### src/rtl/htc_pkg.sv
`timescale 1ns / 1ps

package htc_pkg;

  localparam int FRAC_BITS_DEF = 8;

  // Configuration register map.
  localparam int CFG_IDX_W = 3;
  localparam int CFG_DATA_W = 16;
  localparam logic [CFG_IDX_W-1:0] REG_T0_DEG = 3'd0;
  localparam logic [CFG_IDX_W-1:0] REG_T1_DEG = 3'd1;
  localparam logic [CFG_IDX_W-1:0] REG_T0_RAW = 3'd2;
  localparam logic [CFG_IDX_W-1:0] REG_T1_RAW = 3'd3;
  localparam logic [CFG_IDX_W-1:0] REG_H0_RH  = 3'd4;
  localparam logic [CFG_IDX_W-1:0] REG_H1_RH  = 3'd5;
  localparam logic [CFG_IDX_W-1:0] REG_H0_RAW = 3'd6;
  localparam logic [CFG_IDX_W-1:0] REG_H1_RAW = 3'd7;

  localparam logic FUNC_TEMP = 1'b0;
  localparam logic FUNC_HUM  = 1'b1;

  // Divisor scale as a shift: 8 for temperature, 2 for humidity.
  localparam int SHIFT_TEMP = 3;
  localparam int SHIFT_HUM  = 1;

  localparam int RAW_W  = 16;
  localparam int SPAN_W = 17;
  localparam int DP_W   = 11;
  localparam int PT_W   = 10;
  localparam int PROD_W = 28;
  localparam int SUM_W  = 29;
  localparam int QUOT_W = 32;
  localparam int DIV_W  = 16;

  localparam int QDEPTH = 4;

  localparam logic [QUOT_W-1:0] SAT_MAX = 32'h7FFF_FFFF;
  localparam logic [QUOT_W-1:0] SAT_MIN = 32'h8000_0000;

  // One classified sample waiting for the arithmetic pipeline.
  typedef struct packed {
    logic                     is_hum;
    logic                     zero;
    logic signed [DP_W-1:0]   dp;
    logic signed [SPAN_W-1:0] dr;
    logic signed [SPAN_W-1:0] span;
    logic [PT_W-1:0]          p0;
  } htc_op_t;

  typedef struct packed {
    logic zero;
    logic ovf;
    logic neg;
  } htc_flags_t;

endpackage

### src/rtl/htc_queue.sv
`timescale 1ns / 1ps

module htc_queue (
  input  logic             clk,
  input  logic             rst_n,
  input  logic             push,
  input  htc_pkg::htc_op_t push_op,
  output logic             full,
  input  logic             pop,
  output logic             head_valid,
  output htc_pkg::htc_op_t head_op
);
  import htc_pkg::*;

  localparam int PW = $clog2(QDEPTH);
  localparam int CW = $clog2(QDEPTH + 1);

  htc_op_t         mem_r [QDEPTH];
  logic [PW-1:0]   wr_ptr_r, rd_ptr_r;
  logic [CW-1:0]   cnt_r, cnt_nxt;
  logic            do_push, do_pop;

  assign full       = (cnt_r == CW'(QDEPTH));
  assign head_valid = (cnt_r != '0);
  assign head_op    = mem_r[rd_ptr_r];
  assign do_push    = push && !full;
  assign do_pop     = pop && head_valid;

  always_comb begin
    cnt_nxt = cnt_r;
    if (do_push && !do_pop) begin
      cnt_nxt = cnt_r + 1'b1;
    end else if (do_pop && !do_push) begin
      cnt_nxt = cnt_r - 1'b1;
    end
  end

  always_ff @(posedge clk) begin
    if (!rst_n) begin
      wr_ptr_r <= '0;
      rd_ptr_r <= '0;
      cnt_r    <= '0;
    end else begin
      cnt_r <= cnt_nxt;
      if (do_push) begin
        wr_ptr_r <= (wr_ptr_r == PW'(QDEPTH - 1)) ? '0 : wr_ptr_r + 1'b1;
      end
      if (do_pop) begin
        rd_ptr_r <= (rd_ptr_r == PW'(QDEPTH - 1)) ? '0 : rd_ptr_r + 1'b1;
      end
    end
  end

  always_ff @(posedge clk) begin
    if (do_push) begin
      mem_r[wr_ptr_r] <= push_op;
    end
  end

endmodule

### config.mk
export PLATFORM = sky130hd
export DESIGN_NAME = htc_queue
export DESIGN_NICKNAME = d
export VERILOG_FILES = /design/src/rtl/htc_pkg.sv /design/src/rtl/htc_queue.sv
export SDC_FILE = /design/constraint.sdc
export NUM_CORES = 1
export LEC_CHECK = 0
export BUFFER_PORTS_ARGS = -buffer_cell sky130_fd_sc_hd__buf_4
export CELL_PAD_IN_SITES_DETAIL_PLACEMENT = 0
export CELL_PAD_IN_SITES_GLOBAL_PLACEMENT = 1
export CORE_MARGIN = 2
export CORE_UTILIZATION = 45
export DETAILED_ROUTE_END_ITERATION = 16
export GPL_TIMING_DRIVEN = 0
export PLACE_DENSITY_LB_ADDON = 0.1
export SLEW_MARGIN = 10
export SYNTH_ARGS = -nofsm -noshare
export SYNTH_HDL_FRONTEND = slang
export SYNTH_SLANG_ARGS = --single-unit
### constraint.sdc
create_clock -name clk -period 2.5 [get_ports clk]
set_clock_uncertainty 0.05 [all_clocks]
set_input_delay 0.5 -clock clk [delete_from_list [all_inputs] [get_ports clk]]
set_output_delay 0.5 -clock clk [all_outputs]
set_load 0.005 [all_outputs]
# Yosys cells after proc, flatten, opt, wreduce, memory -nomap -nowiden
# Memory sizes are Yosys's and may differ from the RTL's. A register that Yosys moved wholly into a read port is not among the register bits.
# Index checks and enable logic that the tools add are counted.
# word_totals
ff_bits	7
out_inout_bits	59
word_cells	28
inputBits	61
n_memories	1
ram_bits	228
# op_classes
n_reduce_logical	9
addsub	4
eq_ne	3
mux	8
# mem_list
name	words	width	rd	rd_ports_with_merged_regs	write_ports	line	text
mem_r	4	57	1	1	1	htc_queue.sv:18	htc_op_t mem_r [QDEPTH];
# ops
op	count
2-to-1 mux 2 bit	4
2-to-1 mux 3 bit	2
adder 2 x 1 -> 2 bit (second input constant)	2
== test 2 bit (second input constant)	2
logical AND 1 bit	4
adder 3 x 1 -> 3 bit (second input constant)	1
== test 3 bit (second input constant)	1
zero test 1 bit	3
nonzero test 3 bit	1
subtractor 3 x 1 -> 3 bit (second input constant)	1
2-to-1 mux 1 bit	2
nonzero test 2 bit	1

# Depth between registers and ports, before layout
# logic_depth
depth_word	7
depth_mapped	9
ltp_nobuf	8

# Worst setup path before layout
# OpenSTA, ideal clock, no wires.
# synth_path
kind	input -> register
from	input port push
to	memory mem_r[0][0] (netlist name), enable pin
setup_time_ps	421
path_stages	3
arrival_ps	2138
path_slack_ps	-109
t_required_ps	2029
path_cell_list	nor2b_1 -> buf_2 -> and2_1
# synth_via
elab_chain_cells	3
# synth_rtl
element	line	text
start, declared	htc_queue.sv:6	input logic push,
logical AND 1 bit	htc_queue.sv:26	assign do_push = push && !full;
named net do_push	htc_queue.sv:21	logic do_push, do_pop;
2-to-1 mux 1 bit	htc_queue.sv:55	if (do_push) begin
2-to-1 mux 1 bit (implied by the code)	htc_queue.sv:56	mem_r[wr_ptr_r] <= push_op;
end, declared	htc_queue.sv:18	
# The timed path passes the listed nets, and every way through them passes these cells.

==> impl_metrics.toml <==
[layout]
num-fill-cells = 1386
drive_above_1_share = 0.468
regArea_um2 = 7030
syn_to_final_growth_pct = 26.0
layout_commonest_cell = "edfxtp_1"
multiInputGateArea_um2 = 1580
layout_common_cells = "228 x edfxtp_1, 131 x buf_4, 57 x mux4_2, 25 x clkbuf_16, 8 x dfxtp_1"
final_util = 0.582
final_area_um2 = 11000
antenna_cells = 0
fin_cells = 777
final_nets = 571

[run_status]
status = "finished, final reports clean"

[clock_network]
htreeDepth = 1
cts_root_buf = "clkbuf_16"
cts_buffers = 24
clock_latency_ns = 0.50
cts_sinks = 237
cts_buffer_depth = 3
cts_tree = "done"
path_clk_slew_ns = 0.06

[placement]
placedCellCount = 731
gp_congestion = 0.661
place.port_buffers = 119
hpwl_mm = 9.07
post_dp_cell_area_um2 = 10000
post-place-ws_ns = 0.122

[timing]
maxSlewHeadroom = 0.654
tns_ns = 0
fin_ws_ns = 0.101
rsz0062_at_grt = "no"
hold_slack_ns = 0.144
slew_viol_final = 0
worst_slew_pin_slew_ns = 0.519
timing.fmax_mhz = 417
hold_viol_final = 0
setup_viol = 0
post-route-period-util = 0.959
finalCriticalPeriod_ns = 2.40

[global_route]
grt_pass1_vias = 4212
grt_busiest_layer = "met2"
antenna_found_initial = 0
grtUsageMet3 = 0.0298
grt_max_degree = 31
grt_pass1_wl_mm = 22.9
grtUsageTotal = 0.149
grt-ovfl-total = 0
grt_util_met1 = 0.195
use_met2 = 0.257

[detailed_routing]
vias = 3947
wl_per_cell_um = 19.6
drt_wl_total_mm = 15.2
avgViaCountPerCell = 5.08
drcViolationCount = 0
ant_nets = 0
first_pass_iters = 4
drtIter0Drc = 184

[floorplan]
die_h_um = 143
rows = 50
dieArea_um2 = 20400
core_area_um2 = 18800
ioPinCount = 120
start_util = 0.462
die_w_um = 143

[critical_path]
cp-end-kind = "output pin"
r2r_slack_ns = 0.26
critPathLaunchType = "register"
critPathMaxFanout = 10
worstSetupPathType = "reg -> out"
r2r_cells = 9
worstPathArrival_ns = 1.85
required_ns = 1.95

[synth]
yosysSeqAreaShare = 0.808
synth_warnings = 0
synth.cell_area_um2 = 8690
avgSynthCellArea_um2 = 25.0
ys_seq_elements = 237
yosysUniqueCellTypes = 23
syn_nets = 416
syn-instance-count = 348

[power_and_ir_drop]
switching_power_mw = 2.56
fin_total_pwr_mw = 11.4
p_leak_nw = 3.75
pwr-share-comb = 0.224
power_density_nw_per_um2 = 1040
p_seq_frac = 0.436
power.internal_mw = 8.80
vdd_drop_max_mv = 0.574
clock_power_share = 0.339
sw_frac_of_total = 0.225

[min_path]
hold_depth = 1
hold_path.class = "in -> reg"

[flow_run]
max-cap-violations = 0
cells in the mapped netlist:
cell,instances,area share
o31ai_1,1,0.00086
nand3_1,2,0.0012
buf_2,5,0.0029
edfxtp_1,228,0.79
a21boi_0,1,0.00086
nor2_1,2,0.00086
buf_4,2,0.0017
buf_6,4,0.0052
fa_1,1,0.0023
inv_1,3,0.0013
mux2i_1,3,0.0035
ha_1,6,0.0086
xor2_1,1,0.0010
nor2b_1,2,0.0014
clkbuf_1,3,0.0013
dfxtp_1,9,0.021
o21ai_0,3,0.0017
and2_1,5,0.0036
or3_1,2,0.0014
nor3b_1,1,0.00086
mux4_2,57,0.15
xnor2_1,1,0.0010
nand2_1,6,0.0026
per-layer routing:
metal,share of wire,wire length (um)
met1,0.41,6220
met2,0.52,7860
met3,0.056,845
met4,0.018,276
met5,0,0
path summary, 6_finish.rpt:
check,startpoint,to
min,push_op[4],mem_r[1][4]$_DFFE_PP_
min reg2reg,wr_ptr_r[1]$_SDFFE_PN0P_,wr_ptr_r[1]$_SDFFE_PN0P_
max reg2reg,cnt_r[0]$_SDFFE_PN0P_,cnt_r[2]$_SDFFE_PN0P_
max,register,head_op[36]
worst max-delay path, cell delays in order (launching register included):
cell	delay [ns]
dfxtp_2	0.36
buf_12	0.15
buf_8	0.17
mux4_2	0.52
buf_4	0.15
cell families (layout without fill, tap and decap cells):
family                   count (synthesis)  in the layout  synth area share
adder cells (fa/ha/maj)                  7              7            0.0109
AND/OR/NAND/NOR                         20             20            0.0119
flip-flops                             237            237             0.808
buffers and inverters                   17            186            0.0124
XOR/XNOR                                 2              2           0.00202
multiplexers                            60             60             0.151
AO/OA/AOI/OAI                            5              5           0.00345
area by class of cell:
cell class | count | area share
plain buffers | 14 | 0.0122
clock buffers | 28 | 0.0599
clock inverters | 12 | 0.0192
inverters | 3 | 0.00103
multi-input cells | 94 | 0.144
flip-flops and latches | 237 | 0.641
well taps | 260 | 0.0297
repair buffers | 129 | 0.0929
power groups by stage:
stage          combinational [mW]  sequential [mW]  clock [mW]
2_1_floorplan                1.38             5.01           0
3_3_place_gp                 2.46             5.03           0
3_5_place_dp                 2.52             5.04           0
4_1_cts                      2.56             4.96        3.95
5_1_grt                      2.78             4.99        4.10
6_report                     2.55             4.95        3.85
state kept, by name (all words and copies together) (netlist names), named ones only:
register,flops
mem_r,228
cnt_r,3
rd_ptr_r,2
wr_ptr_r,2
timing repair:
item	CTS	global route
gates resized for setup	11	3
setup buffers	0	6
hold buffers	0	0
setup endpoints to repair	50	18
No activity file was read; power rests on OpenSTA's default activity.
