--- config.mk ---
export PLATFORM = sky130hd
export DESIGN_NAME = htc_back
export DESIGN_NICKNAME = d
export VERILOG_FILES = /design/src/rtl/htc_pkg.sv /design/src/rtl/htc_div.sv /design/src/rtl/htc_back.sv
export SDC_FILE = /design/constraint.sdc
export NUM_CORES = 2
export LEC_CHECK = 0
export BUFFER_PORTS_ARGS = -buffer_cell sky130_fd_sc_hd__buf_2
export CAP_MARGIN = 40
export CORE_MARGIN = 10
export CORE_UTILIZATION = 58
export CTS_CLUSTER_DIAMETER = 200
export DETAILED_ROUTE_END_ITERATION = 12
export MAX_ROUTING_LAYER = met4
export PLACE_DENSITY = 0.77
export SKIP_CTS_REPAIR_TIMING = 1
export SLEW_MARGIN = 20
export SYNTH_ARGS = -nofsm -noshare
export SYNTH_HDL_FRONTEND = slang
export SYNTH_SLANG_ARGS = --single-unit
--- constraint.sdc ---
create_clock -name clk -period 66.9 [get_ports clk]
set_input_delay 10.035 -clock clk [delete_from_list [all_inputs] [get_ports clk]]
set_output_delay 10.035 -clock clk [all_outputs]
set_load 0.005 [all_outputs]
--- src/rtl/htc_pkg.sv ---
`timescale 1ns / 1ps

package htc_pkg;

  localparam int FRAC_BITS_DEF = 8;

  // Configuration register map.
  localparam int CFG_IDX_W = 3;
  localparam int CFG_DATA_W = 16;
  localparam logic [CFG_IDX_W-1:0] REG_T0_DEG = 3'd0;
  localparam logic [CFG_IDX_W-1:0] REG_T1_DEG = 3'd1;
  localparam logic [CFG_IDX_W-1:0] REG_T0_RAW = 3'd2;
  localparam logic [CFG_IDX_W-1:0] REG_T1_RAW = 3'd3;
  localparam logic [CFG_IDX_W-1:0] REG_H0_RH  = 3'd4;
  localparam logic [CFG_IDX_W-1:0] REG_H1_RH  = 3'd5;
  localparam logic [CFG_IDX_W-1:0] REG_H0_RAW = 3'd6;
  localparam logic [CFG_IDX_W-1:0] REG_H1_RAW = 3'd7;

  localparam logic FUNC_TEMP = 1'b0;
  localparam logic FUNC_HUM  = 1'b1;

  // Divisor scale as a shift: 8 for temperature, 2 for humidity.
  localparam int SHIFT_TEMP = 3;
  localparam int SHIFT_HUM  = 1;

  localparam int RAW_W  = 16;
  localparam int SPAN_W = 17;
  localparam int DP_W   = 11;
  localparam int PT_W   = 10;
  localparam int PROD_W = 28;
  localparam int SUM_W  = 29;
  localparam int QUOT_W = 32;
  localparam int DIV_W  = 16;

  localparam int QDEPTH = 4;

  localparam logic [QUOT_W-1:0] SAT_MAX = 32'h7FFF_FFFF;
  localparam logic [QUOT_W-1:0] SAT_MIN = 32'h8000_0000;

  // One classified sample waiting for the arithmetic pipeline.
  typedef struct packed {
    logic                     is_hum;
    logic                     zero;
    logic signed [DP_W-1:0]   dp;
    logic signed [SPAN_W-1:0] dr;
    logic signed [SPAN_W-1:0] span;
    logic [PT_W-1:0]          p0;
  } htc_op_t;

  typedef struct packed {
    logic zero;
    logic ovf;
    logic neg;
  } htc_flags_t;

endpackage

--- src/rtl/htc_div.sv ---
`timescale 1ns / 1ps

module htc_div (
  input  logic                       clk,
  input  logic                       rst_n,
  input  logic                       en,
  input  logic                       in_valid,
  input  logic [htc_pkg::DIV_W-1:0]  in_rem,
  input  logic [htc_pkg::QUOT_W-1:0] in_word,
  input  logic [htc_pkg::DIV_W-1:0]  in_den,
  input  htc_pkg::htc_flags_t        in_flags,
  output logic                       out_valid,
  output logic [htc_pkg::QUOT_W-1:0] out_quot,
  output htc_pkg::htc_flags_t        out_flags
);
  import htc_pkg::*;

  localparam int STAGES = QUOT_W;

  // The word shifts dividend bits out at the top and quotient bits in at the bottom.
  logic               v_r   [STAGES];
  logic [DIV_W-1:0]   rem_r [STAGES];
  logic [QUOT_W-1:0]  w_r   [STAGES];
  logic [DIV_W-1:0]   den_r [STAGES];
  htc_flags_t         fl_r  [STAGES];

  for (genvar k = 0; k < STAGES; k++) begin : g_stage
    logic              v_cur;
    logic [DIV_W-1:0]  rem_cur, den_cur, rem_nxt;
    logic [QUOT_W-1:0] w_cur;
    htc_flags_t        fl_cur;
    logic [DIV_W:0]    trial, diff;
    logic              ge;

    if (k == 0) begin : g_first
      assign v_cur   = in_valid;
      assign rem_cur = in_rem;
      assign w_cur   = in_word;
      assign den_cur = in_den;
      assign fl_cur  = in_flags;
    end else begin : g_next
      assign v_cur   = v_r[k-1];
      assign rem_cur = rem_r[k-1];
      assign w_cur   = w_r[k-1];
      assign den_cur = den_r[k-1];
      assign fl_cur  = fl_r[k-1];
    end

    assign trial   = {rem_cur, w_cur[QUOT_W-1]};
    assign diff    = trial - {1'b0, den_cur};
    assign ge      = (trial >= {1'b0, den_cur});
    assign rem_nxt = ge ? diff[DIV_W-1:0] : trial[DIV_W-1:0];

    always_ff @(posedge clk) begin
      if (!rst_n) begin
        v_r[k] <= 1'b0;
      end else if (en) begin
        v_r[k] <= v_cur;
      end
    end

    always_ff @(posedge clk) begin
      if (en) begin
        rem_r[k] <= rem_nxt;
        w_r[k]   <= {w_cur[QUOT_W-2:0], ge};
        den_r[k] <= den_cur;
        fl_r[k]  <= fl_cur;
      end
    end
  end

  assign out_valid = v_r[STAGES-1];
  assign out_quot  = w_r[STAGES-1];
  assign out_flags = fl_r[STAGES-1];

endmodule

--- src/rtl/htc_back.sv ---
`timescale 1ns / 1ps

module htc_back #(
  parameter int FRAC_BITS = htc_pkg::FRAC_BITS_DEF
) (
  input  logic                       clk,
  input  logic                       rst_n,
  input  logic                       op_valid,
  input  htc_pkg::htc_op_t           op,
  output logic                       op_pop,
  output logic                       res_valid,
  input  logic                       res_ready,
  output logic [htc_pkg::QUOT_W-1:0] res_value,
  output logic                       res_error
);
  import htc_pkg::*;

  localparam int NUM_W = SUM_W + FRAC_BITS;
  localparam int NX    = (NUM_W > QUOT_W) ? NUM_W : QUOT_W + 1;
  localparam int HW    = NX - QUOT_W;
  localparam int CW    = (HW > DIV_W) ? HW : DIV_W;

  logic en;

  // Stage 1: products.
  logic                     s1_valid_r;
  logic signed [PROD_W-1:0] s1_m1_r, s1_m2_r;
  logic signed [SPAN_W-1:0] s1_span_r;
  logic                     s1_hum_r, s1_zero_r;

  // Stage 2: magnitudes, scaling and overflow check.
  logic                     s2_valid_r;
  logic [DIV_W-1:0]         s2_rem_r, s2_den_r;
  logic [QUOT_W-1:0]        s2_word_r;
  htc_flags_t               s2_flags_r;

  logic signed [SUM_W-1:0]  num;
  logic [SUM_W-1:0]         num_mag;
  logic [NUM_W-1:0]         scaled, shifted;
  logic [NX-1:0]            nx;
  logic [CW-1:0]            hi_ext, den_ext;
  logic [SPAN_W-1:0]        span_mag;
  htc_flags_t               s2_flags_nxt;

  logic                     dv_valid;
  logic [QUOT_W-1:0]        dv_quot;
  htc_flags_t               dv_flags;

  logic                     out_valid_r;
  logic [QUOT_W-1:0]        out_value_r, value_nxt;
  logic                     out_error_r;

  // The whole pipeline advances whenever the result register is free or being drained.
  assign en     = !out_valid_r || res_ready;
  assign op_pop = en && op_valid;

  always_ff @(posedge clk) begin
    if (!rst_n) begin
      s1_valid_r  <= 1'b0;
      s2_valid_r  <= 1'b0;
      out_valid_r <= 1'b0;
    end else if (en) begin
      s1_valid_r  <= op_valid;
      s2_valid_r  <= s1_valid_r;
      out_valid_r <= dv_valid;
    end
  end

  always_ff @(posedge clk) begin
    if (en) begin
      s1_m1_r   <= PROD_W'(op.dp * op.dr);
      s1_m2_r   <= PROD_W'(op.span * $signed({1'b0, op.p0}));
      s1_span_r <= op.span;
      s1_hum_r  <= op.is_hum;
      s1_zero_r <= op.zero;
    end
  end

  always_comb begin
    num      = SUM_W'(s1_m1_r) + SUM_W'(s1_m2_r);
    num_mag  = num[SUM_W-1] ? SUM_W'(-num) : SUM_W'(num);
    span_mag = s1_span_r[SPAN_W-1] ? SPAN_W'(-s1_span_r) : SPAN_W'(s1_span_r);
    scaled   = NUM_W'(num_mag) << FRAC_BITS;
    shifted  = s1_hum_r ? (scaled >> SHIFT_HUM) : (scaled >> SHIFT_TEMP);
    nx       = NX'(shifted);
    hi_ext   = CW'(nx[NX-1:QUOT_W]);
    den_ext  = CW'(span_mag[DIV_W-1:0]);
    s2_flags_nxt.zero = s1_zero_r;
    // A quotient of 2^32 or more cannot come out of the divider; it saturates instead.
    s2_flags_nxt.ovf  = (hi_ext >= den_ext);
    s2_flags_nxt.neg  = num[SUM_W-1] ^ s1_span_r[SPAN_W-1];
  end

  always_ff @(posedge clk) begin
    if (en) begin
      s2_rem_r   <= hi_ext[DIV_W-1:0];
      s2_word_r  <= nx[QUOT_W-1:0];
      s2_den_r   <= span_mag[DIV_W-1:0];
      s2_flags_r <= s2_flags_nxt;
    end
  end

  htc_div u_div (
    .clk       (clk),
    .rst_n     (rst_n),
    .en        (en),
    .in_valid  (s2_valid_r),
    .in_rem    (s2_rem_r),
    .in_word   (s2_word_r),
    .in_den    (s2_den_r),
    .in_flags  (s2_flags_r),
    .out_valid (dv_valid),
    .out_quot  (dv_quot),
    .out_flags (dv_flags)
  );

  always_comb begin
    if (dv_flags.zero) begin
      value_nxt = '0;
    end else if (dv_flags.neg) begin
      value_nxt = (dv_flags.ovf || dv_quot > SAT_MIN) ? SAT_MIN : QUOT_W'(-dv_quot);
    end else begin
      value_nxt = (dv_flags.ovf || dv_quot[QUOT_W-1]) ? SAT_MAX : dv_quot;
    end
  end

  always_ff @(posedge clk) begin
    if (en) begin
      out_value_r <= value_nxt;
      out_error_r <= dv_flags.zero;
    end
  end

  assign res_valid = out_valid_r;
  assign res_value = out_value_r;
  assign res_error = out_error_r;

endmodule

Yosys cells after proc, flatten, opt, wreduce, memory -nomap -nowiden --
Memories as Yosys holds them, arrays and structs flattened. A register that Yosys moved wholly into a read port is not among the register bits. Index checks and enable logic that the tools add are counted.
Word-level totals: flip-flop bits (word level) 166, bits in writable memories 2176, output and inout bits 35, memories 5
Cells by class: $add $sub $neg 36, multipliers 2, magnitude comparators 34, mux-type cells 75, bitwise operators 33, reduce and logical (&&, ||, !) cells 6
Memory list:
- u_div.w_r | words 32, width 32, read ports 32, clocked after memory_dff 0, wr ports 32, line htc_div.sv:23 | logic [QUOT_W-1:0] w_r [STAGES];
- u_div.den_r | words 32, width 16, read ports 31, clocked after memory_dff 0, wr ports 32, line htc_div.sv:24 | logic [DIV_W-1:0] den_r [STAGES];
- u_div.rem_r | words 32, width 16, read ports 31, clocked after memory_dff 0, wr ports 32, line htc_div.sv:22 | logic [DIV_W-1:0] rem_r [STAGES];
- u_div.fl_r | words 32, width 3, read ports 32, clocked after memory_dff 0, wr ports 32, line htc_div.sv:25 | htc_flags_t fl_r [STAGES];
- u_div.v_r | words 32, width 1, read ports 32, clocked after memory_dff 1, wr ports 32, line htc_div.sv:21 | logic v_r [STAGES];
Operators by type and width (number):
- two-way mux 16 bit | 33
- greater-or-equal comparator 17 x 16 -> 1 bit | 31
- subtractor 16 bit | 31
- two-way mux 32 bit | 3
- two-way mux 1 bit | 37
- two-way mux 36 bit | 1
- > comparator 32 bit (second input constant) | 1
- negator 32 bit | 1
- OR 1 bit | 32
- adder 28 x 28 -> 29 bit | 1
- two-way mux 29 bit | 1
- negator 29 bit | 1
- multiplier 11 x 17 -> 28 bit | 1
- multiplier 17 x 11 -> 28 bit | 1
- greater-or-equal comparator 4 x 16 -> 1 bit | 1
- greater-or-equal comparator 6 x 16 -> 1 bit | 1
- negator 16 bit | 1
- subtractor 6 x 16 -> 16 bit | 1
- logical OR 1 bit | 3
- zero test 1 bit | 2
- logical AND 1 bit | 1
- XOR 1 bit | 1

Depth between registers and ports, before layout --
depth in word-level cells 6, mapped depth 23, mapped depth without buffers 22

Modules after synthesis --
Synthesis repeated with hierarchy kept, for this count alone.
Second synthesis, totals: cell total of the unflattened synthesis 8948, area total of the unflattened synthesis 118090.8 µm²
Modules (own cells, without submodules):
- htc_div | instances 1, cells each 6525, area an instance 95425.3 µm²
- htc_back | instances 1, cells each 2423, area an instance 22665.5 µm²

Worst setup path after synthesis --
Ideal clock, no wire load.
path kind input-to-reg, start in res_ready, end mem u_div.v_r[0], data pin, arrival time 71.467 ns, required time 66.485 ns, setup slack -4.982 ns, stages on the path 4, buffers on the path 1, cells stage by stage nor2b_1 -> inv_1 -> clkbuf_1 -> and3_1
RTL lines:
- start: declaration | line htc_back.sv:12 | input logic res_ready,
- end: declaration | line htc_div.sv:21

Worst setup path in the final report --
start in res_ready, end out op_pop
On the way: word-level cells in the longest chain between the ends 2
Ends and longest elaborated chain:
- logical OR 1 bit | line htc_back.sv:54 | assign en = !out_valid_r || res_ready;
- logical AND 1 bit | line htc_back.sv:55 | assign op_pop = en && op_valid;
- end: declaration | line htc_back.sv:10 | output logic op_pop,
Every way passes these cells.

==> results.sh <==
export IMPL_outcome="complete, no violations"
export IMPL_pin_count=96
export IMPL_drc=0
export IMPL_synth_fa_ha_area_share_pct=13.70
export IMPL_drtIter0Drc=4761
export IMPL_hold_violations=0
export IMPL_clock_skew_ns=0.1030
export IMPL_synth_top_family_by_area="adder cells"
export IMPL_globalplace_congestion=0.9486
export IMPL_ant_nets=0
export IMPL_maxSlewViolCount=0
export IMPL_grt_overflow=0
export IMPL_path_clk_slew_ns=0.06
export IMPL_postPlaceCellArea_um2=115900
export IMPL_setup_tns_ns=0
export IMPL_syn_nets=9851
export IMPL_cellLeakagePower_nw=51.95
export IMPL_antenna_found_initial=1
export IMPL_yosys_area_share_simple_pct=9.554
export IMPL_vdd_drop_max_mv=0.03308
export IMPL_core_region_area_um2=192400
export IMPL_ys_async_sr_fraction_pct=0
export IMPL_finish_utilization_pct=64.09
export IMPL_synth_main_ff_cell="edfxtp_1"
export IMPL_critPathMaxFanout=129
export IMPL_h_tree_depth=4
export IMPL_postLayoutCellArea_um2=123300
export IMPL_hp_class="reg -> reg"
export IMPL_gr_usage_all_layers_pct=20.17
export IMPL_worstMarginPinSlew_ns=1.027
export IMPL_rows=161
export IMPL_synth_compound_area_share_pct=8.176
export IMPL_end_kind="output pin"
export IMPL_hpwl_um=148500
export IMPL_post_drt_wl_per_cell_um=17.84
export IMPL_fin_crit_sh_pct=32.21
export IMPL_firstDrtPassIters=6
export IMPL_layoutNonFillerInstCount=11700
export IMPL_clkSinkCount=2160
export IMPL_layout_drive_gt1_share_pct=8.941
export IMPL_critPathArrivalTime_ns=11.51
export IMPL_place_ws_ns=45.31
export IMPL_ys_types=95
export IMPL_rsz0062_at_grt="false"
export IMPL_cts_tree="yes"
export IMPL_numCtsBuffers=212
export IMPL_synth_seq_area_share_pct=57.85
export IMPL_maxCapViolations=0
export IMPL_start_util_pct=58.24
export IMPL_num_vias=66440
export IMPL_yosysTopAreaCellShare_pct=57.78
export IMPL_grt_max_degree=190
export IMPL_synth_area_mux_share_pct=3.235
export IMPL_clk_insertion_delay_late_ns=0.90
export IMPL_floorplan_die_area_um2=211200
export IMPL_synth_seq_cells=2160
export IMPL_relSlewSlack_pct=31.54
export IMPL_routed_wl_um=208700
export IMPL_synth_top_area_cell="edfxtp_1"
export IMPL_ys_warn_count=0
export IMPL_ys_top_cells_by_area="edfxtp_1 (58%), ha_1 (7.3%), fa_1 (6.4%)"
export IMPL_powerDensity_nw_per_um2=50.26
export IMPL_die_w_um=459.5
export IMPL_synth_commonest_cells="edfxtp_1 (2156), inv_1 (1126), ha_1 (657)"
export IMPL_min_period_ns=21.55
export IMPL_die_y_um=459.5
export IMPL_grt_pass1_vias=67000
export IMPL_setup_ws_ns=45.35
export IMPL_clock_path_buffers=3
export IMPL_crit_required_ns=56.87
export IMPL_fmax_mhz=46.41
export IMPL_synth_area_um2=112000
export IMPL_path_class="in -> out"
export IMPL_syn_inst=8777
export IMPL_synth_avg_cell_area_um2=12.77
export IMPL_dp_cells=11300
export IMPL_synth_xor_area_share_pct=3.087
export IMPL_synth_most_common_cell="edfxtp_1"
export IMPL_viasPerCell=5.679
export IMPL_portBuffers=95
export IMPL_setup_viol=0
export IMPL_cts_root_buf="clkbuf_16"
export IMPL_grt_pass1_wl_um=340200
export IMPL_synth_edf_count=2156
export IMPL_start_kind="input port"
export IMPL_area_growth_pct=10.03
export IMPL_layout_nets=10070
## state kept, by name, summed over array words and instances, names as in the netlist, 3 cells and up
register     flops
s2_word_r       27
u_div.v_r       32
u_div.rem_r    496
s1_m1_r         28
u_div.fl_r      96
s1_span_r       17
s2_flags_r       3
u_div.den_r    496
s2_den_r        16
s1_m2_r         28
res_value       32
u_div.w_r      879
s2_rem_r         4
## critical path, stage by stage
cell,delay (ns)
buf_2,0.09
nor2b_1,0.51
inv_8,0.43
and2_1,0.31
buf_2,0.13
## placed cells by master, fill, tap and decap left out, drive strengths merged, types with 25 or more instances in the layout
master | Yosys | routed
xnor2 | 257 | 257
o21a | 66 | 66
buf | 21 | 176
clkinv | 1 | 101
nand2b | 64 | 64
nand2 | 549 | 549
nand3 | 134 | 134
clkbuf | 156 | 246
mux2i | 67 | 67
a21boi | 86 | 86
nand4 | 125 | 125
o31ai | 52 | 52
a211oi | 88 | 88
and2 | 179 | 179
edfxtp | 2156 | 2156
a221oi | 34 | 34
bufinv | 0 | 29
and3 | 67 | 67
o21ai | 263 | 263
nor3 | 179 | 179
o41ai | 31 | 31
nor4 | 25 | 25
ha | 657 | 657
fa | 356 | 356
o21bai | 28 | 28
a21o | 98 | 98
a21oi | 425 | 425
mux2 | 262 | 262
nor2b | 143 | 143
or3 | 80 | 80
nor2 | 548 | 548
xor2 | 137 | 137
o211ai | 39 | 39
inv | 1126 | 1128
## layout make-up
| cell class | count | area (µm²) |
|---|---|---|
| clock inverter | 149 | 1872 |
| tap | 2526 | 3161 |
| fill | 13790 | 69090 |
| clock buffer | 244 | 5425 |
| timing repair buffer | 178 | 1433 |
| multi-input combinational | 5313 | 42330 |
| sequential | 2160 | 64820 |
| antenna | 2 | 5.005 |
| inverter | 1127 | 4238 |
## metrics by stage
stage | power (W) | hold slack, ns
after floorplan | 0.004303 | 0.4003
after global placement | 0.004849 | 0.4002
after detailed placement | 0.004957 | 0.4045
after CTS | 0.006223 | 0.3448
after global routing | 0.006650 | 0.3681
final | 0.006196 | 0.3437
## worst paths after layout
check / startpoint / to / slack (ns) / depth (start not counted)
worst min register to register: u_div.w_r[0][198] / u_div.w_r[0][231] / 0.34 / 0
worst max register to register: s1_m2_r[0] / s2_flags_r[1] / 60.81 / 20
worst min-delay path: u_div.w_r[0][198] / u_div.w_r[0][231] / 0.34 / 0
worst max-delay path: res_ready / op_pop / 45.35 / 5
## kinds of logic after synthesis
family	after synthesis
simple gates	2179
flops	2160
xor+xnor	394
fa+ha+maj	1013
compound gates	1398
mux	329
buf+inv	1304
## where the power goes
part,switching (W),internal (W)
clock,0.000515,0.000701
sequential,0.000188,0.00209
combinational,0.00152,0.00118
total,0.00223,0.00397
## metal layers
metal / up-vias / global-route usage [%] / routed length, µm
met5: - / - / 0
met4: 0 / 6.417 / 6066
met3: 392 / 2.639 / 8047
met2: 1481 / 35.08 / 107900
met1: 32590 / 24.48 / 86760
li1: 31970 / - / -
Note: power is estimated with default switching activity, not from simulation.
