$ cat src/rtl/htc_pkg.sv
`timescale 1ns / 1ps

package htc_pkg;

  localparam int FRAC_BITS_DEF = 8;

  // Configuration register map.
  localparam int CFG_IDX_W = 3;
  localparam int CFG_DATA_W = 16;
  localparam logic [CFG_IDX_W-1:0] REG_T0_DEG = 3'd0;
  localparam logic [CFG_IDX_W-1:0] REG_T1_DEG = 3'd1;
  localparam logic [CFG_IDX_W-1:0] REG_T0_RAW = 3'd2;
  localparam logic [CFG_IDX_W-1:0] REG_T1_RAW = 3'd3;
  localparam logic [CFG_IDX_W-1:0] REG_H0_RH  = 3'd4;
  localparam logic [CFG_IDX_W-1:0] REG_H1_RH  = 3'd5;
  localparam logic [CFG_IDX_W-1:0] REG_H0_RAW = 3'd6;
  localparam logic [CFG_IDX_W-1:0] REG_H1_RAW = 3'd7;

  localparam logic FUNC_TEMP = 1'b0;
  localparam logic FUNC_HUM  = 1'b1;

  // Divisor scale as a shift: 8 for temperature, 2 for humidity.
  localparam int SHIFT_TEMP = 3;
  localparam int SHIFT_HUM  = 1;

  localparam int RAW_W  = 16;
  localparam int SPAN_W = 17;
  localparam int DP_W   = 11;
  localparam int PT_W   = 10;
  localparam int PROD_W = 28;
  localparam int SUM_W  = 29;
  localparam int QUOT_W = 32;
  localparam int DIV_W  = 16;

  localparam int QDEPTH = 4;

  localparam logic [QUOT_W-1:0] SAT_MAX = 32'h7FFF_FFFF;
  localparam logic [QUOT_W-1:0] SAT_MIN = 32'h8000_0000;

  // One classified sample waiting for the arithmetic pipeline.
  typedef struct packed {
    logic                     is_hum;
    logic                     zero;
    logic signed [DP_W-1:0]   dp;
    logic signed [SPAN_W-1:0] dr;
    logic signed [SPAN_W-1:0] span;
    logic [PT_W-1:0]          p0;
  } htc_op_t;

  typedef struct packed {
    logic zero;
    logic ovf;
    logic neg;
  } htc_flags_t;

endpackage

$ cat src/rtl/htc_front.sv
`timescale 1ns / 1ps

module htc_front (
  input  logic                          clk,
  input  logic                          rst_n,
  input  logic                          cfg_valid,
  output logic                          cfg_ready,
  input  logic [htc_pkg::CFG_IDX_W-1:0] cfg_index,
  input  logic [htc_pkg::CFG_DATA_W-1:0] cfg_data,
  input  logic                          func,
  input  logic [htc_pkg::RAW_W-1:0]     raw_sample,
  output htc_pkg::htc_op_t              op
);
  import htc_pkg::*;

  logic [PT_W-1:0]  t0_deg_r, t1_deg_r;
  logic [RAW_W-1:0] t0_raw_r, t1_raw_r;
  logic [7:0]       h0_rh_r, h1_rh_r;
  logic [RAW_W-1:0] h0_raw_r, h1_raw_r;

  logic [PT_W-1:0]          p0, p1;
  logic signed [SPAN_W-1:0] r0, r1, raw;

  assign cfg_ready = 1'b1;

  always_ff @(posedge clk) begin
    if (!rst_n) begin
      t0_deg_r <= '0;
      t1_deg_r <= '0;
      t0_raw_r <= '0;
      t1_raw_r <= '0;
      h0_rh_r  <= '0;
      h1_rh_r  <= '0;
      h0_raw_r <= '0;
      h1_raw_r <= '0;
    end else if (cfg_valid) begin
      case (cfg_index)
        REG_T0_DEG: t0_deg_r <= cfg_data[PT_W-1:0];
        REG_T1_DEG: t1_deg_r <= cfg_data[PT_W-1:0];
        REG_T0_RAW: t0_raw_r <= cfg_data;
        REG_T1_RAW: t1_raw_r <= cfg_data;
        REG_H0_RH:  h0_rh_r  <= cfg_data[7:0];
        REG_H1_RH:  h1_rh_r  <= cfg_data[7:0];
        REG_H0_RAW: h0_raw_r <= cfg_data;
        REG_H1_RAW: h1_raw_r <= cfg_data;
        default: ;
      endcase
    end
  end

  // Pick the calibration pair for the requested quantity and form the differences.
  always_comb begin
    if (func == FUNC_HUM) begin
      p0 = PT_W'(h0_rh_r);
      p1 = PT_W'(h1_rh_r);
      r0 = SPAN_W'($signed(h0_raw_r));
      r1 = SPAN_W'($signed(h1_raw_r));
    end else begin
      p0 = t0_deg_r;
      p1 = t1_deg_r;
      r0 = SPAN_W'($signed(t0_raw_r));
      r1 = SPAN_W'($signed(t1_raw_r));
    end
    raw       = SPAN_W'($signed(raw_sample));
    op.is_hum = (func == FUNC_HUM);
    op.dp     = $signed({1'b0, p1}) - $signed({1'b0, p0});
    op.dr     = raw - r0;
    op.span   = r1 - r0;
    op.zero   = (r1 == r0);
    op.p0     = p0;
  end

endmodule

$ cat config.mk
export PLATFORM = sky130hd
export DESIGN_NAME = htc_front
export DESIGN_NICKNAME = d
export VERILOG_FILES = /design/src/rtl/htc_pkg.sv /design/src/rtl/htc_front.sv
export SDC_FILE = /design/constraint.sdc
export NUM_CORES = 1
export LEC_CHECK = 0
export CORE_MARGIN = 2
export CORE_UTILIZATION = 50
export DETAILED_ROUTE_END_ITERATION = 10
export DONT_BUFFER_PORTS = 1
export GPL_TIMING_DRIVEN = 0
export PLACE_DENSITY = 0.75
export REMOVE_ABC_BUFFERS = 1
export SLEW_MARGIN = 20
export SYNTH_ARGS = -nofsm -noshare
export SYNTH_HDL_FRONTEND = slang
export SYNTH_SLANG_ARGS = --single-unit
$ cat constraint.sdc
create_clock -name clk -period 3.8 [get_ports clk]
set_clock_uncertainty 0.15 [all_clocks]
set_input_delay 0.57 -clock clk [delete_from_list [all_inputs] [get_ports clk]]
set_output_delay 0.57 -clock clk [all_outputs]
set_load 0.05 [all_outputs]
# Yosys cells after proc, flatten, opt, wreduce, memory -nomap -nowiden
# Index checks and enable logic that the tools add are counted.
dict set report word_totals {
  regBits 100
  in_bits 39
  out_inout_bits 58
  elab_cells 32
}
dict set report op_classes {
  addsub 3
  eq_ne 8
  mux 4
  reduce_logical 9
}
# op count
set ops {}
lappend ops {{2-to-1 mux 17 bit} 2}
lappend ops {{2-to-1 mux 10 bit} 2}
lappend ops {{== test 17 bit} 1}
lappend ops {{subtractor 16 x 17 -> 17 bit} 1}
lappend ops {{subtractor 17 bit} 1}
lappend ops {{AND reduction 2 bit} 8}
lappend ops {{== test 3 bit (second input constant)} 4}
lappend ops {{subtractor 10 x 10 -> 11 bit} 1}
lappend ops {{== test 3 x 2 -> 1 bit (second input constant)} 2}
lappend ops {{== test 3 x 1 -> 1 bit (second input constant)} 1}
lappend ops {{logical NOT 3 bit} 1}

# Logic depth before layout (Yosys ltp)
# Gate-level depths: netlist (run 1).
dict set report logic_depth {
  depth_word 2
  ltp_mapped 12
  depth_no_buf 10
}

# Least setup slack after synthesis (run 1)
# OpenSTA, ideal clock, no wires.
dict set report synth_path {
  path_kind {input -> output}
  startpoint {input func}
  endpoint {output op[55] (netlist bit)}
  t_arrival_ns 4.105
  required_ns 3.080
  path_slack_ns -1.025
  cell_stages 9
  n_path_buf 3
  path_cell_list {clkbuf_1 > clkbuf_1 > mux2_2 > ha_1 > buf_2 > nand4_1 > or3_1 > or2_1 > nor4_1}
}
# item line_no
set synth_lines {}
lappend synth_lines {{start: declaration} htc_front.sv:10} ;# input logic func,
lappend synth_lines {{end: declaration} htc_front.sv:12} ;# output htc_pkg::htc_op_t op

==> qor.csv, run 1 <==
stage,metric,value,unit
yosys,synth warn,0,
yosys,Post-Synthesis Cells,797,
global_route,vias in the first global route,4832,
critical_path,Slowest Stage Delay on Critical Path,0.38,ns
floorplan,DIE AREA,13600,um^2
detailed_routing,wire per inst,15.8,um
timing,Setup TNS,0,ns
timing,fmax,268,MHz
place,Final Wtd Congestion,0.861,
critical_path,worst path arrival time,3.01,ns
timing,Final Critical Period,3.73,ns
global_route,GR Overflow Total,0,
hold_path,Hold WC Path Type,in2reg,
power_and_ir_drop,total chip power,2.86,mW
clock_network,Max clock buf depth,2,
clock_network,clock sinks,100,
timing,Max Slew Vio Count,0,
place,pre-CTS setup slack,-0.401,ns
critical_path,worst setup path class,reg2out,
clock_network,Worst-Skew Late Latency,0.34,ns
timing,Final Hold Vio Count,0,
critical_path,slowest CP cell,fa_2,
global_route,largest net degree at the start of global routing,101,
yosys,Yosys reg bits,100,
timing,Final WS setup,0.0680,ns
timing,worst relative slew slack,0.229,
detailed_routing,DR vias,5297,
floorplan,core outline area,12500,um^2
clock_network,TritonCTS Buffers,9,
yosys,Netlist Area Pre-Place,6340,um^2
detailed_routing,vias per cell,5.60,
clock_network,Hold Buf Count CTS,0,
yosys,synth top area cells,"dfxtp_1 (32%), nand2_1 (13%), ha_1 (8.5%)",
finish,fin nets,855,
critical_path,CP max FO,3,
timing,Final period util,0.982,
yosys,"Top FF cell, synth",dfxtp_1,
timing,RSZ-0062 raised after global routing,true,
place,post-DP HPWL,10400,um
yosys,post-synthesis cell type count,54,
yosys,"area leader, netlist",dfxtp_1,
critical_path,CP Launch Type,flip-flop,
yosys,Synth top area share,0.316,
global_route,initial antenna violation count,0,
status,status,finished clean,
power_and_ir_drop,power per cell area,410,nW/um^2
clock_network,clock slew at reported path FFs,0.07,ns
timing,Worst Tran Pin Value,1.15,ns
critical_path,cells along the critical path,mux2_4 -> ha_4 -> fa_2 -> nand3b_1 -> a311oi_2 -> nor2_2 -> o21a_1 -> o31ai_4 -> xor2_4,
finish,post-layout util,0.558,
global_route,gr usage total,0.214,
power_and_ir_drop,P_leak,2.72,nW
finish,filler instances,1189,
floorplan,Chip Height,117,um
floorplan,I/O pin cnt,97,
critical_path,kind of end point of the critical path,primary output,
timing,endpoints failing setup,0,
finish,fin cells,946,
clock_network,CTS root buffer,clkbuf_16,
detailed_routing,Final ANT Viol Nets,0,
yosys,Async SR Flop Fraction,0,
detailed_routing,Detailed Routing Iterations Pass 1,5,
clock_network,CTS tree,built,
run,MaxCap Viol Count,0,
floorplan,initial core utilization,0.506,
detailed_routing,Detailed Route WL,14900,um
finish,most frequent cells in the layout,"nand2_1 (222), dfxtp_1 (99), a21boi_0 (69), ha_1 (42), a21boi_1 (32)",
global_route,first-pass GRT wire length,23200,um
floorplan,# rows,41,
finish,# diodes,0,
finish,"commonest non-fill, non-tap cell in the layout",nand2_1,
finish,synthesis-to-finish area growth,10.1,%
detailed_routing,initial drt markers,283,
finish,layout cells sized above 1,0.105,
critical_path,worst path required time,3.08,ns
yosys,sequential share of the synthesized area,0.316,
yosys,"Avg Cell Area, Syn",7.95,um^2
detailed_routing,DR DRC count,0,
place,I/O Buffers,0,
finish,"Design Area, Final",6980,um^2
power_and_ir_drop,VDD IR max,0.213,mV
place,Inst Count DP,929,
timing,Hold Slack,0.203,ns
floorplan,chip width,117,um
place,dpl cell area,6400,um^2
clock_network,htree depth,3,
yosys,number of synthesized flops with an enable pin,0,
-- worst paths after layout --
kind / from / to / slack [ns] / cells after the start
worst max-delay path: t0_raw_r[0] / op[22] / 0.07 / 9
worst min-delay path: cfg_data[11] / h1_raw_r[11] / 0.20 / 2
worst max register to register: t0_raw_r[10] / t0_raw_r[10] / 2.94 / 2
worst min register to register: h0_raw_r[11] / h0_raw_r[11] / 0.30 / 2
-- cells in the mapped netlist, drive strengths merged, types with 2 or more instances --
library cell and n:
nor2 23, nand4b 2, dfxtp 100, nand2 222
nand4 7, o21bai 2, nor3 8, nand3b 2
mux2 23, inv 26, o21ai 23, or3 2
a2111oi 2, buf 15, xnor2 21, xor2 12
ha 43, mux2i 25, clkbuf 26, a211oi 3
nand3 12, or2 2, a31oi 3, and3 4
a21oi 33, nand2b 12, fa 3, a31o 2
a311oi 2, nor2b 13, a21boi 101, o21a 6
a21o 5
-- sequential cells by signal (all words and copies together), names as in the netlist --
| signal | flops |
|---|---|
| h0_raw_r | 16 |
| t1_raw_r | 16 |
| t1_deg_r | 10 |
| h1_raw_r | 16 |
| t0_raw_r | 16 |
| h0_rh_r | 8 |
| t0_deg_r | 10 |
| h1_rh_r | 8 |
-- repair_timing --
| item | 4_1_cts | 5_1_grt |
|---|---|---|
| cloned | 0 | 0 |
| resized for setup | 19 | 19 |
| endpoints found under the setup margin | 11 | 15 |
| buffers inserted | 0 | 2 |
| pin swaps | 1 | 6 |
-- power by group --
part / total [mW] / leakage (nW) / switching [mW] / internal (mW)
Combinational: 0.874 / 1.77 / 0.629 / 0.245
Sequential: 1.08 / 0.810 / 0.0106 / 1.07
Clock: 0.907 / 0.146 / 0.382 / 0.525
Total: 2.86 / 2.72 / 1.02 / 1.84
-- metal layers --
layer | part of all wire | global-route usage | vias to the layer above
li1 | - | - | 2652
met1 | 0.45 | 0.282 | 2472
met2 | 0.47 | 0.358 | 157
met3 | 0.066 | 0.0431 | 16
met4 | 0.012 | 0.0580 | 0
met5 | 0 | 0 | -
-- kinds of logic (layout without fill, tap and decap cells) --
logic type               after synthesis  count (layout)  synth area share
flip-flops                           100             100             0.316
adder cells (fa/ha/maj)               46              46            0.0944
buffers and inverters                 67              44            0.0442
AO/OA/AOI/OAI                        190             190             0.208
XOR/XNOR                              33              33            0.0456
multiplexers                          48              48            0.0803
AND/OR/NAND/NOR                      312             312             0.211
other                                  1               1          0.000592
-- worst max-delay path: cells and delay by family (launching register included) --
family	cells	cell delay, ns
AND/OR/NAND/NOR	2	0.27
adder cells (fa/ha/maj)	2	0.55
AO/OA/AOI/OAI	3	0.84
XOR/XNOR	1	0.38
flip-flops	1	0.32
multiplexers	1	0.30
-- final cells by class --
class / count / area (um^2) / area share
flip-flops and latches: 100 / 2000 / 0.287
inverters: 26 / 97.6 / 0.0140
repair buffers: 3 / 22.5 / 0.00323
multi-input cells: 630 / 4350 / 0.623
clock buffers: 11 / 243 / 0.0348
clock inverters: 4 / 48.8 / 0.00699
well taps: 172 / 215 / 0.0308
Power figures use the tool's default switching activity.
==> inputs of run 2 (changes only) <==
==> constraint.sdc (replaced) <==
create_clock -name clk -period 3.8 [get_ports clk]
set_clock_uncertainty 0.15 [all_clocks]
set_input_delay 0.57 -clock clk [delete_from_list [all_inputs] [get_ports clk]]
set_output_delay 0.57 -clock clk [all_outputs]
set_load 0.1 [all_outputs]
==> qor.csv, run 2 (synthesis results as in run 1) <==
stage,metric,value,unit,change
clock_network,CTS root buffer,clkbuf_16,,unchanged
global_route,largest net degree at the start of global routing,101,,unchanged
finish,fin nets,880,,was 855
clock_network,Worst-Skew Late Latency,0.34,ns,about the same
finish,layout cells sized above 1,0.178,,was 0.105
timing,Final period util,1.05,,was 0.982
power_and_ir_drop,combinational share of power,0.434,,was 0.305
power_and_ir_drop,switching power,1.51,mW,was 1.02 mW
detailed_routing,vias per cell,5.72,,was 5.60
detailed_routing,initial drt markers,418,,was 283
floorplan,initial core utilization,0.506,,unchanged
place,post-DP HPWL,11300,um,was 10400 um
clock_network,clock sinks,100,,unchanged
clock_network,Max clock buf depth,2,,unchanged
floorplan,I/O pin cnt,97,,unchanged
clock_network,htree depth,3,,unchanged
critical_path,kind of end point of the critical path,primary output,,unchanged
timing,Final Hold Vio Count,0,,unchanged
global_route,vias in the first global route,5202,,was 4832
floorplan,chip width,117,um,unchanged
power_and_ir_drop,Pint,2.01,mW,was 1.84 mW
global_route,GRT Max-Usage Layer,met2,,unchanged
detailed_routing,wire per inst,17.2,um,was 15.8 um
timing,Max Slew Vio Count,0,,unchanged
finish,"commonest non-fill, non-tap cell in the layout",nand2_1,,unchanged
power_and_ir_drop,Seq pwr share,0.307,,was 0.378
critical_path,worst path required time,3.08,ns,about the same
critical_path,CP Launch Type,flip-flop,,unchanged
detailed_routing,Detailed Routing Iterations Pass 1,5,,unchanged
timing,worst relative slew slack,0.224,,was 0.229
floorplan,# rows,41,,unchanged
run,MaxCap Viol Count,0,,unchanged
place,I/O Buffers,0,,unchanged
critical_path,worst setup path class,reg2out,,unchanged
timing,Final WS setup,-0.180,ns,was 0.0680 ns
power_and_ir_drop,clock share of power,0.259,,was 0.317
global_route,gr usage total,0.234,,was 0.214
power_and_ir_drop,power per cell area,459,nW/um^2,was 410 nW/um^2
timing,endpoints failing setup,2,,was 0
power_and_ir_drop,VDD IR max,0.393,mV,was 0.213 mV
detailed_routing,Detailed Route WL,16700,um,was 14900 um
global_route,grt met3 use,0.0426,,was 0.0431
timing,RSZ-0062 raised after global routing,true,,unchanged
floorplan,DIE AREA,13600,um^2,unchanged
timing,Worst Tran Pin Value,1.16,ns,was 1.15 ns
status,status,"finished, violations left",,was finished clean
finish,# diodes,0,,unchanged
floorplan,core outline area,12500,um^2,unchanged
clock_network,clock slew at reported path FFs,0.07,ns,about the same
status,violated checks,setup timing,,
global_route,GR Overflow Total,0,,unchanged
power_and_ir_drop,total chip power,3.52,mW,was 2.86 mW
clock_network,Hold Buf Count CTS,0,,unchanged
finish,synthesis-to-finish area growth,20.8,%,was 10.1%
global_route,first-pass GRT wire length,25100,um,was 23200 um
hold_path,Hold WC Path Type,in2reg,,unchanged
critical_path,worst path arrival time,3.26,ns,was 3.01 ns
finish,most frequent cells in the layout,"nand2_1 (222), dfxtp_1 (97), a21boi_0 (69), ha_1 (41), a21boi_1 (32)",,"was nand2_1 (222), dfxtp_1 (99), a21boi_0 (69), ha_1 (42), a21boi_1 (32)"
timing,Final Critical Period,3.98,ns,was 3.73 ns
power_and_ir_drop,P_leak,3.02,nW,was 2.72 nW
detailed_routing,Final ANT Viol Nets,0,,unchanged
detailed_routing,DR DRC count,0,,unchanged
global_route,initial antenna violation count,0,,unchanged
timing,fmax,251,MHz,was 268 MHz
place,Final Wtd Congestion,0.861,,unchanged
critical_path,CP max FO,4,,was 3
clock_network,TritonCTS Buffers,9,,unchanged
global_route,met2 GRT Util,0.418,,was 0.358
floorplan,Chip Height,117,um,unchanged
detailed_routing,DR vias,5557,,was 5297
place,pre-CTS setup slack,-0.763,ns,was -0.401 ns
global_route,met1 GRT Util,0.288,,was 0.282
power_and_ir_drop,Switching Fraction,0.429,,was 0.357
clock_network,CTS tree,built,,unchanged
==> run 2: changes by cell type in the layout (fill, tap and decap cells not counted), sizes merged <==
cell	before	now
clkinvlp	0	1
buf	3	28
clkinv	2	3
clkbuf	11	10
==> run 2: metrics by stage <==
step | cells | area, um^2 | setup TNS [ns] | utilization | hold slack, ns
finish | 972 | 7650 | -0.289 | 0.612 | 0.201
global route | 972 | 7650 | -0.654 | 0.612 | 0.201
CTS | 969 | 7530 | -0.275 | 0.602 | 0.195
detailed placement | 952 | 7060 | -4.59 | 0.564 | 0.295
global placement | 928 | 6370 | -25.49 | 0.509 | 0.288
floorplan | 756 | 6160 | -17.02 | - | 0.282
==> run 2: metal layers <==
metal	vias up	routed length, um
li1	2701	-
met1	2631	7160
met2	198	8220
met3	27	1040
met4	0	259
met5	-	0
==> run 2: path summary, 6_finish.rpt <==
kind	from	to	slack, ns	cells after the start
max	h0_raw_r[3]	op[41]	-0.18	7
min	cfg_data[11]	h1_raw_r[11]	0.20	2
max reg2reg	t0_raw_r[10]	t0_raw_r[10]	2.96	2
min reg2reg	h1_raw_r[8]	h1_raw_r[8]	0.30	2
==> run 2: worst max-delay path: stages, from the launching register on <==
cell,delay [ns]
dfxtp_1,0.32
mux2i_1,0.33
ha_1,0.35
a21oi_1,0.35
o21ai_4,0.15
a21oi_2,0.32
o21ai_4,0.16
o311ai_4,0.94
==> run 2: layout make-up <==
class,instances,area [um^2]
Clock inverter,6,63.8
Inverter,26,97.6
Fill cell,1083,4860
Timing Repair Buffer,28,417
Multi-Input combinational cell,630,4630
Tap cell,172,215
Clock buffer,10,229
Sequential cell,100,2010
==> run 2: repair_timing <==
| item | 4_1_cts | 5_1_grt |
|---|---|---|
| pin swaps | 11 | 11 |
| cloned | 0 | 0 |
| gates resized for setup | 28 | 17 |
| buffers inserted | 1 | 3 |
| setup endpoints to repair | 11 | 11 |
==> run 2: power groups by stage <==
stage | logic, mW | clock network, mW | registers (mW)
6_report | 1.53 | 0.910 | 1.08
5_1_grt | 1.58 | 0.967 | 1.08
4_1_cts | 1.48 | 0.921 | 1.08
3_5_place_dp | 1.44 | 0 | 1.10
3_3_place_gp | 1.15 | 0 | 1.10
2_1_floorplan | 1.09 | 0 | 1.10
